`config.mk`:
```
export PLATFORM = sky130hd
export DESIGN_NAME = contiguous_cluster_allocator
export DESIGN_NICKNAME = d
export VERILOG_FILES = /design/src/rtl/cca_pkg.sv /design/src/rtl/cca_run_track.sv /design/src/rtl/contiguous_cluster_allocator.sv
export SDC_FILE = /design/constraint.sdc
export NUM_CORES = 2
export LEC_CHECK = 0
export ABC_AREA = 1
export ABC_CLOCK_PERIOD_IN_PS = 60400
export BUFFER_PORTS_ARGS = -buffer_cell sky130_fd_sc_hd__buf_4
export CAP_MARGIN = 0
export CORE_ASPECT_RATIO = 1.25
export CORE_MARGIN = 4
export CORE_UTILIZATION = 34
export DETAILED_ROUTE_END_ITERATION = 12
export PLACE_DENSITY = 0.52
export RECOVER_POWER = 50
export SETUP_SLACK_MARGIN = 0.2
export SYNTH_ARGS = -nofsm -noshare
export SYNTH_HDL_FRONTEND = slang
export SYNTH_SLANG_ARGS = --single-unit
```
`constraint.sdc`:
```
create_clock -name clk -period 60.4 [get_ports clk]
set_input_delay 12.08 -clock clk [delete_from_list [all_inputs] [get_ports clk]]
set_output_delay 12.08 -clock clk [all_outputs]
set_load 0.05 [all_outputs]
```
`src/rtl/cca_pkg.sv`:
```
`default_nettype none
// ----------------------------------------------------------------------------
// Contiguous cluster allocator package
// Shared codes and the sequencer state type.
// ----------------------------------------------------------------------------
package cca_pkg;

	localparam logic FUNC_ALLOC = 1'b0;
	localparam logic FUNC_FREE  = 1'b1;

	localparam logic [1:0] STATUS_DONE   = 2'd0;
	localparam logic [1:0] STATUS_NO_FIT = 2'd1;
	localparam logic [1:0] STATUS_ERROR  = 2'd2;

	typedef enum logic [2:0] {
		ST_INIT,
		ST_IDLE,
		ST_FIT,
		ST_MARK,
		ST_FREE,
		ST_LONG,
		ST_PUSH
	} state_t;

endpackage
`default_nettype wire

```
`src/rtl/cca_run_track.sv`:
```
`default_nettype none
// ----------------------------------------------------------------------------
// Free run tracker
// Follows the busy bits of a map scan and keeps the current and longest run.
// ----------------------------------------------------------------------------
module cca_run_track #(
	parameter int CW = 11
) (
	input  wire logic          clk,
	input  wire logic          arst_n,
	input  wire logic          clr,
	input  wire logic          upd,
	input  wire logic          busy,
	output logic [CW-1:0]      run_nxt,
	output logic [CW-1:0]      best
);

	logic [CW-1:0] run_q;
	logic [CW-1:0] best_q;

	assign run_nxt = busy ? '0 : run_q + CW'(1);
	assign best    = best_q;

	always_ff @(posedge clk or negedge arst_n) begin
		if (!arst_n) begin
			run_q  <= '0;
			best_q <= '0;
		end else if (clr) begin
			run_q  <= '0;
			best_q <= '0;
		end else if (upd) begin
			run_q <= run_nxt;
			if (run_nxt > best_q) begin
				best_q <= run_nxt;
			end
		end
	end

endmodule
`default_nettype wire

```
`src/rtl/contiguous_cluster_allocator.sv`:
```
`default_nettype none
// ----------------------------------------------------------------------------
// Contiguous cluster allocator
// First-fit allocation and release of cluster runs over a busy bit map.
// ----------------------------------------------------------------------------
// Sequence: an allocation runs a fit scan, marks the run when one fits, then a
// largest-run scan and a load of the result; a free clears its run, then the
// same scan and load. A zero length or bad free goes straight to the scan.
// Throughput: one request at a time, bounded by the single read port of the map.
// Reset: a clearing pass marks every cluster free;
// requests are held off until it ends, configuration writes are taken.
// ----------------------------------------------------------------------------
module contiguous_cluster_allocator #(
	parameter int MAX_CLUSTERS = 1024
) (
	input  wire logic        clk,
	input  wire logic        arst_n,
	input  wire logic        cfg_we,
	input  wire logic [10:0] cfg_wdata,
	input  wire logic        in_valid,
	output logic             in_stall,
	input  wire logic        func,
	input  wire logic [9:0]  start_cluster,
	input  wire logic [10:0] run_length,
	output logic             out_valid,
	input  wire logic        out_stall,
	output logic [1:0]       status,
	output logic [9:0]       first_cluster,
	output logic [10:0]      largest_free_run,
	output logic [10:0]      busy_clusters
);

	localparam int AW = $clog2(MAX_CLUSTERS);
	localparam int CW = (AW + 1 > 11) ? AW + 1 : 11;
	localparam logic [CW-1:0] MAX_CW = CW'(MAX_CLUSTERS);
	localparam logic [CW-1:0] LAST_CW = CW'(MAX_CLUSTERS - 1);

	cca_pkg::state_t state_q, state_d;

	logic [10:0]   cfg_q;
	logic [CW-1:0] n_cw;
	logic [CW-1:0] len_q;
	logic [CW-1:0] rd_k_q;
	logic [CW-1:0] end_q;
	logic [CW-1:0] busy_q;
	logic [CW-1:0] first_q;
	logic [1:0]    status_q;

	logic          map_mem [MAX_CLUSTERS];
	logic          rd_en, wr_en, wr_bit;
	logic [AW-1:0] rd_addr, wr_addr;
	logic          rd_v_s1;
	logic          rd_bit_s1;
	logic [CW-1:0] rd_k_s1;

	logic          accept, push, out_take;
	logic          hit, trk_clr, trk_upd;
	logic [CW-1:0] run_nxt, best;
	logic [CW-1:0] in_len_cw;
	logic [CW:0]   free_end;
	logic          free_bad;
	logic [CW-1:0] fit_first;
	logic          scan_done, free_done, mark_last;

	logic          out_v_q;
	logic [1:0]    out_status_q;
	logic [9:0]    out_first_q;
	logic [10:0]   out_largest_q;
	logic [10:0]   out_busy_q;

	assign n_cw      = (CW'(cfg_q) > MAX_CW) ? MAX_CW : CW'(cfg_q);
	assign in_stall  = (state_q != cca_pkg::ST_IDLE);
	assign accept    = in_valid && !in_stall;
	assign out_take  = out_v_q && !out_stall;
	assign push      = (state_q == cca_pkg::ST_PUSH) && (!out_v_q || !out_stall);
	assign in_len_cw = CW'(run_length);
	assign free_end  = (CW+1)'(start_cluster) + (CW+1)'(run_length);
	assign free_bad  = free_end > (CW+1)'(n_cw);
	assign fit_first = rd_k_s1 + CW'(1) - len_q;
	assign hit       = (state_q == cca_pkg::ST_FIT) && rd_v_s1 && (run_nxt == len_q);
	assign scan_done = (rd_k_q >= n_cw) && !rd_v_s1;
	assign free_done = (rd_k_q >= end_q) && !rd_v_s1;
	assign mark_last = (rd_k_q + CW'(1)) == end_q;
	assign trk_upd   = rd_v_s1 &&
		((state_q == cca_pkg::ST_FIT) || (state_q == cca_pkg::ST_LONG));
	assign trk_clr   = (state_d != state_q) &&
		((state_d == cca_pkg::ST_FIT) || (state_d == cca_pkg::ST_LONG));

	always_comb begin
		state_d = state_q;
		rd_en   = 1'b0;
		wr_en   = 1'b0;
		wr_bit  = 1'b0;
		rd_addr = rd_k_q[AW-1:0];
		wr_addr = rd_k_q[AW-1:0];
		unique case (state_q)
			cca_pkg::ST_INIT: begin
				wr_en = 1'b1;
				if (rd_k_q == LAST_CW) begin
					state_d = cca_pkg::ST_IDLE;
				end
			end
			cca_pkg::ST_IDLE: begin
				if (accept) begin
					if (run_length == 11'd0) begin
						state_d = cca_pkg::ST_LONG;
					end else if (func == cca_pkg::FUNC_ALLOC) begin
						state_d = cca_pkg::ST_FIT;
					end else if (free_bad) begin
						state_d = cca_pkg::ST_LONG;
					end else begin
						state_d = cca_pkg::ST_FREE;
					end
				end
			end
			cca_pkg::ST_FIT: begin
				rd_en = (rd_k_q < n_cw);
				if (hit) begin
					state_d = cca_pkg::ST_MARK;
				end else if (scan_done) begin
					state_d = cca_pkg::ST_LONG;
				end
			end
			cca_pkg::ST_MARK: begin
				wr_en  = 1'b1;
				wr_bit = 1'b1;
				if (mark_last) begin
					state_d = cca_pkg::ST_LONG;
				end
			end
			cca_pkg::ST_FREE: begin
				rd_en = (rd_k_q < end_q);
				wr_en = (rd_k_q < end_q);
				if (free_done) begin
					state_d = cca_pkg::ST_LONG;
				end
			end
			cca_pkg::ST_LONG: begin
				rd_en = (rd_k_q < n_cw);
				if (scan_done) begin
					state_d = cca_pkg::ST_PUSH;
				end
			end
			cca_pkg::ST_PUSH: begin
				if (push) begin
					state_d = cca_pkg::ST_IDLE;
				end
			end
			default: begin
				state_d = cca_pkg::ST_IDLE;
			end
		endcase
	end

	always_ff @(posedge clk or negedge arst_n) begin
		if (!arst_n) begin
			state_q <= cca_pkg::ST_INIT;
		end else begin
			state_q <= state_d;
		end
	end

	always_ff @(posedge clk or negedge arst_n) begin
		if (!arst_n) begin
			cfg_q <= 11'd1024;
		end else if (cfg_we) begin
			cfg_q <= cfg_wdata;
		end
	end

	always_ff @(posedge clk) begin
		if (wr_en) begin
			map_mem[wr_addr] <= wr_bit;
		end
		if (rd_en) begin
			rd_bit_s1 <= map_mem[rd_addr];
			rd_k_s1   <= rd_k_q;
		end
	end

	always_ff @(posedge clk or negedge arst_n) begin
		if (!arst_n) begin
			rd_v_s1 <= 1'b0;
		end else begin
			rd_v_s1 <= rd_en;
		end
	end

	cca_run_track #(
		.CW(CW)
	) u_run_track (
		.clk     (clk),
		.arst_n  (arst_n),
		.clr     (trk_clr),
		.upd     (trk_upd),
		.busy    (rd_bit_s1),
		.run_nxt (run_nxt),
		.best    (best)
	);

	always_ff @(posedge clk or negedge arst_n) begin
		if (!arst_n) begin
			rd_k_q   <= '0;
			end_q    <= '0;
			busy_q   <= '0;
			len_q    <= '0;
			first_q  <= '0;
			status_q <= cca_pkg::STATUS_DONE;
		end else begin
			unique case (state_q)
				cca_pkg::ST_INIT: begin
					rd_k_q <= (rd_k_q == LAST_CW) ? '0 : rd_k_q + CW'(1);
				end
				cca_pkg::ST_IDLE: begin
					if (accept) begin
						len_q    <= in_len_cw;
						first_q  <= '0;
						status_q <= cca_pkg::STATUS_DONE;
						rd_k_q   <= '0;
						if (run_length == 11'd0) begin
							status_q <= cca_pkg::STATUS_ERROR;
						end else if (func == cca_pkg::FUNC_FREE) begin
							if (free_bad) begin
								status_q <= cca_pkg::STATUS_ERROR;
							end else begin
								rd_k_q <= CW'(start_cluster);
								end_q  <= free_end[CW-1:0];
							end
						end
					end
				end
				cca_pkg::ST_FIT: begin
					if (hit) begin
						first_q <= fit_first;
						rd_k_q  <= fit_first;
						end_q   <= rd_k_s1 + CW'(1);
					end else if (scan_done) begin
						status_q <= cca_pkg::STATUS_NO_FIT;
						rd_k_q   <= '0;
					end else if (rd_k_q < n_cw) begin
						rd_k_q <= rd_k_q + CW'(1);
					end
				end
				cca_pkg::ST_MARK: begin
					if (mark_last) begin
						busy_q <= busy_q + len_q;
						rd_k_q <= '0;
					end else begin
						rd_k_q <= rd_k_q + CW'(1);
					end
				end
				cca_pkg::ST_FREE: begin
					if (rd_v_s1 && rd_bit_s1 && (busy_q != '0)) begin
						busy_q <= busy_q - CW'(1);
					end
					if (free_done) begin
						rd_k_q <= '0;
					end else if (rd_k_q < end_q) begin
						rd_k_q <= rd_k_q + CW'(1);
					end
				end
				cca_pkg::ST_LONG: begin
					if (rd_k_q < n_cw) begin
						rd_k_q <= rd_k_q + CW'(1);
					end
				end
				cca_pkg::ST_PUSH: begin
					rd_k_q <= '0;
				end
				default: begin
					rd_k_q <= '0;
				end
			endcase
		end
	end

	always_ff @(posedge clk or negedge arst_n) begin
		if (!arst_n) begin
			out_v_q <= 1'b0;
		end else if (push) begin
			out_v_q <= 1'b1;
		end else if (out_take) begin
			out_v_q <= 1'b0;
		end
	end

	always_ff @(posedge clk) begin
		if (push) begin
			out_status_q  <= status_q;
			out_first_q   <= first_q[9:0];
			out_largest_q <= best[10:0];
			out_busy_q    <= busy_q[10:0];
		end
	end

	assign out_valid        = out_v_q;
	assign status           = out_status_q;
	assign first_cluster    = out_first_q;
	assign largest_free_run = out_largest_q;
	assign busy_clusters    = out_busy_q;

endmodule
`default_nettype wire
```
==> summary.md <==
| Metric | Value |
|---|---|
| First DRT Iteration DRCs | `4058` |
| Pleak | `20.3 nW` |
| CP Data Required Time | `61.04 ns` |
| Placed insts | `7344` |
| Post-CTS sizing | `0` |
| Post-synth EDFFs | `1070` |
| Seq/Total Area, Yosys | `0.634` |
| Share of layout cells above drive strength 1 | `0.0747` |
| Vias in the first global route | `39039` |
| Part of the cycle the worst path needs | `0.247` |
| Final ANT Viol Nets | `0` |
| Multi-input logic area | `0.0176 mm²` |
| Cell Count, Final, Fillers Out | `7555` |
| Async SR Flop Fraction | `0.0808` |
| Status | `finished with violations` |
| WL/cell | `23.6 µm` |
| Final min period | `14.92 ns` |
| Post-Synthesis Net Count | `5674` |
| Clock Latency Late Sink | `0.75 ns` |
| CTS buffer count | `116` |
| FP Rows | `163` |
| Post-synth top area cell | `edfxtp_1` |
| Clock Tree Buf Depth | `3` |
| Die span in y | `455 µm` |
| TNS Setup | `0 ns` |
| Pin count of the biggest net entering global routing | `261` |
| Crit path max-delay cell type | `fa_1` |
| # port buffers | `73` |
| Failing checks | `max-capacitance violations, max-slew violations` |
| Filler instances | `15885` |
| Initial antenna violation count | `1` |
| Worst stage delay on the critical path | `0.41 ns` |
| Dpl hpwl | `98900 µm` |
| Clock-pin slew on the worst setup and hold paths | `0.07 ns` |
| Htree depth | `3` |
| Avg Cell Area, Syn | `9.80 µm²` |
| Initial Utilization | `0.343` |
| Worst Path Max Fanout | `44` |
| Warnings from Yosys | `0` |
| Final core utilization | `0.380` |
| Setup CP Type | `in2reg` |
| CTS tree | `built` |
| Drc violations | `0` |
| Peak Freq | `67.0 MHz` |
| Crit path max-delay family | `simple AND/OR/NAND/NOR gates` |
| Slew Limit Headroom | `-5.90` |
| Netlist cell types | `53` |
| Layout Skew | `0.0328 ns` |
| DRT Pass-1 Iters | `6` |
| Final #Nets | `5522` |
| Global-route wire length before repair | `261000 µm` |
| Top-area cell type share of the netlist area | `0.591` |
| Pins Over Slew Limit | `1265` |
| Die ar. | `0.166 mm²` |
| Root Buffer | `clkbuf_16` |
| CP Capture Type | `flip-flop` |
| Crit path DAT | `15.56 ns` |
| Total routed wirelength | `178000 µm` |
| Synth Register Bits | `1164` |
| CP startpoint kind | `input pin` |
| Top Ports | `74` |
| Gr ovfl total | `0` |
| CTS Hold Bufs | `0` |
| Max VDD drop | `29.1 µV` |
| Post-CTS setup buffers | `0` |
| Synthesized area | `0.0544 mm²` |
| Main synth FF type | `edfxtp_1` |
| Top cells by area, synth | `edfxtp_1, nor2_1, o21ai_0, nand2_1, dfrtp_1` |
| TritonCTS Sinks | `1164` |
| Vias per cell | `5.42` |
| Core footprint | `0.158 mm²` |
| P per Cell Area | `42.3 mW/mm²` |
| Layout area overhead | `10.7%` |
| Slew @ Worst Pin | `10.35 ns` |
| Crit path top cell by count | `nand2_1` |
| RSZ-0062 raised after global routing | `no` |
| Crit path buf inv count | `3` |
| HP Class | `reg2reg` |
| Final Hold Viols | `0` |
| Final setup violation count | `0` |
| Placer congestion estimate | `0.908` |
| Vias | `40963` |
| Count leader, synth | `nor2_1` |
| Synthesized instance count | `5552` |
| All-Layer GR Usage | `0.208` |
| Die Width | `366 µm` |
| Synth cell count leaders | `nor2_1, edfxtp_1, nand2_1, o21ai_0, clkbuf_1` |
| Register area | `0.0345 mm²` |
| Max-cap viol count | `14` |
## worst reg2reg max path, stage by stage, from the launching register on
cell and delay [ns]:
dfrtp_1 0.47, nand2_1 0.14, nor2_1 0.83, clkbuf_1 7.07
clkbuf_1 3.42
## cells in the final DEF, fill, tap and decap left out, types with 45 or more instances in the layout
master,instances
edfxtp_1,1070
nand3_1,96
buf_4,142
ha_1,81
clkbuf_1,45
nor2_1,1647
o21ai_0,619
a21oi_1,77
nand4_1,114
dfrtp_1,93
o22ai_1,235
clkbuf_16,119
inv_1,188
nand2_1,653
## per-layer routing
layer / wire [µm] / track usage / vias to the layer above
li1: - / - / 18717
met1: 70400 / 0.252 / 20582
met2: 89900 / 0.374 / 1320
met3: 10100 / 0.0250 / 344
met4: 8090 / 0.0909 / 0
met5: 0 / 0 / -
## area by class of cell
| type | instances | share of cell area |
|---|---|---|
| sequential | 1164 | 0.573 |
| multi-input combinational | 3756 | 0.293 |
| clock buffer | 157 | 0.0527 |
| tap | 2062 | 0.0429 |
| timing repair buffer | 159 | 0.0201 |
| inverter | 203 | 0.0128 |
| clock inverter | 53 | 0.00555 |
| antenna | 1 | 0.0000416 |
## cell families after synthesis
kind of cell	count (synthesis)	synth area share
AO/OA/AOI/OAI	993	0.0984
AND/OR/NAND/NOR	2649	0.197
buffers and inverters	632	0.0460
XOR/XNOR	25	0.00403
multiplexers	5	0.00104
adder cells (fa/ha/maj)	84	0.0197
flip-flops	1164	0.634
## metrics by stage
step	cell area [µm²]	hold slack, ns	power (W)	setup slack, ns
CTS	60300	0.474	0.00255	45.51
global placement	56800	0.461	0.00186	44.80
global route	60200	0.485	0.00268	45.15
floorplan	54400	0.419	0.00157	31.29
finish	60200	0.475	0.00254	45.48
detailed placement	56800	0.459	0.00186	44.75
## worst paths after layout
path / startpoint / slack [ns] / endpoint / cells after the start
max reg2reg: state_q[1] / 47.61 / map_mem[460] / 4
min reg2reg: first_q[6] / 0.47 / first_cluster[6] / 0
min: first_q[6] / 0.47 / first_cluster[6] / 0
max: start_cluster[0] / 45.48 / u_run_track.run_q[7] / 25
min in group asynchronous: arst_n / 11.37 / busy_q[9] / 1
max in group asynchronous: arst_n / 47.88 / u_run_track.best[9] / 2
## registers in the layout, indices dropped and copies added (netlist names), 3 cells and up
name,flops
map_mem,1024
busy_clusters,11
busy_q,11
cfg_q,11
end_q,11
largest_free_run,11
len_q,11
rd_k_q,11
rd_k_s1,11
u_run_track.best,11
u_run_track.run_q,11
first_cluster,10
first_q,10
state_q,3
## report_power, final
group          switching [W]  internal, W
clock network       0.000314     0.000374
registers          0.0000479     0.000931
logic               0.000642     0.000234
total                0.00100      0.00154
(Power assumes the default switching activity.)
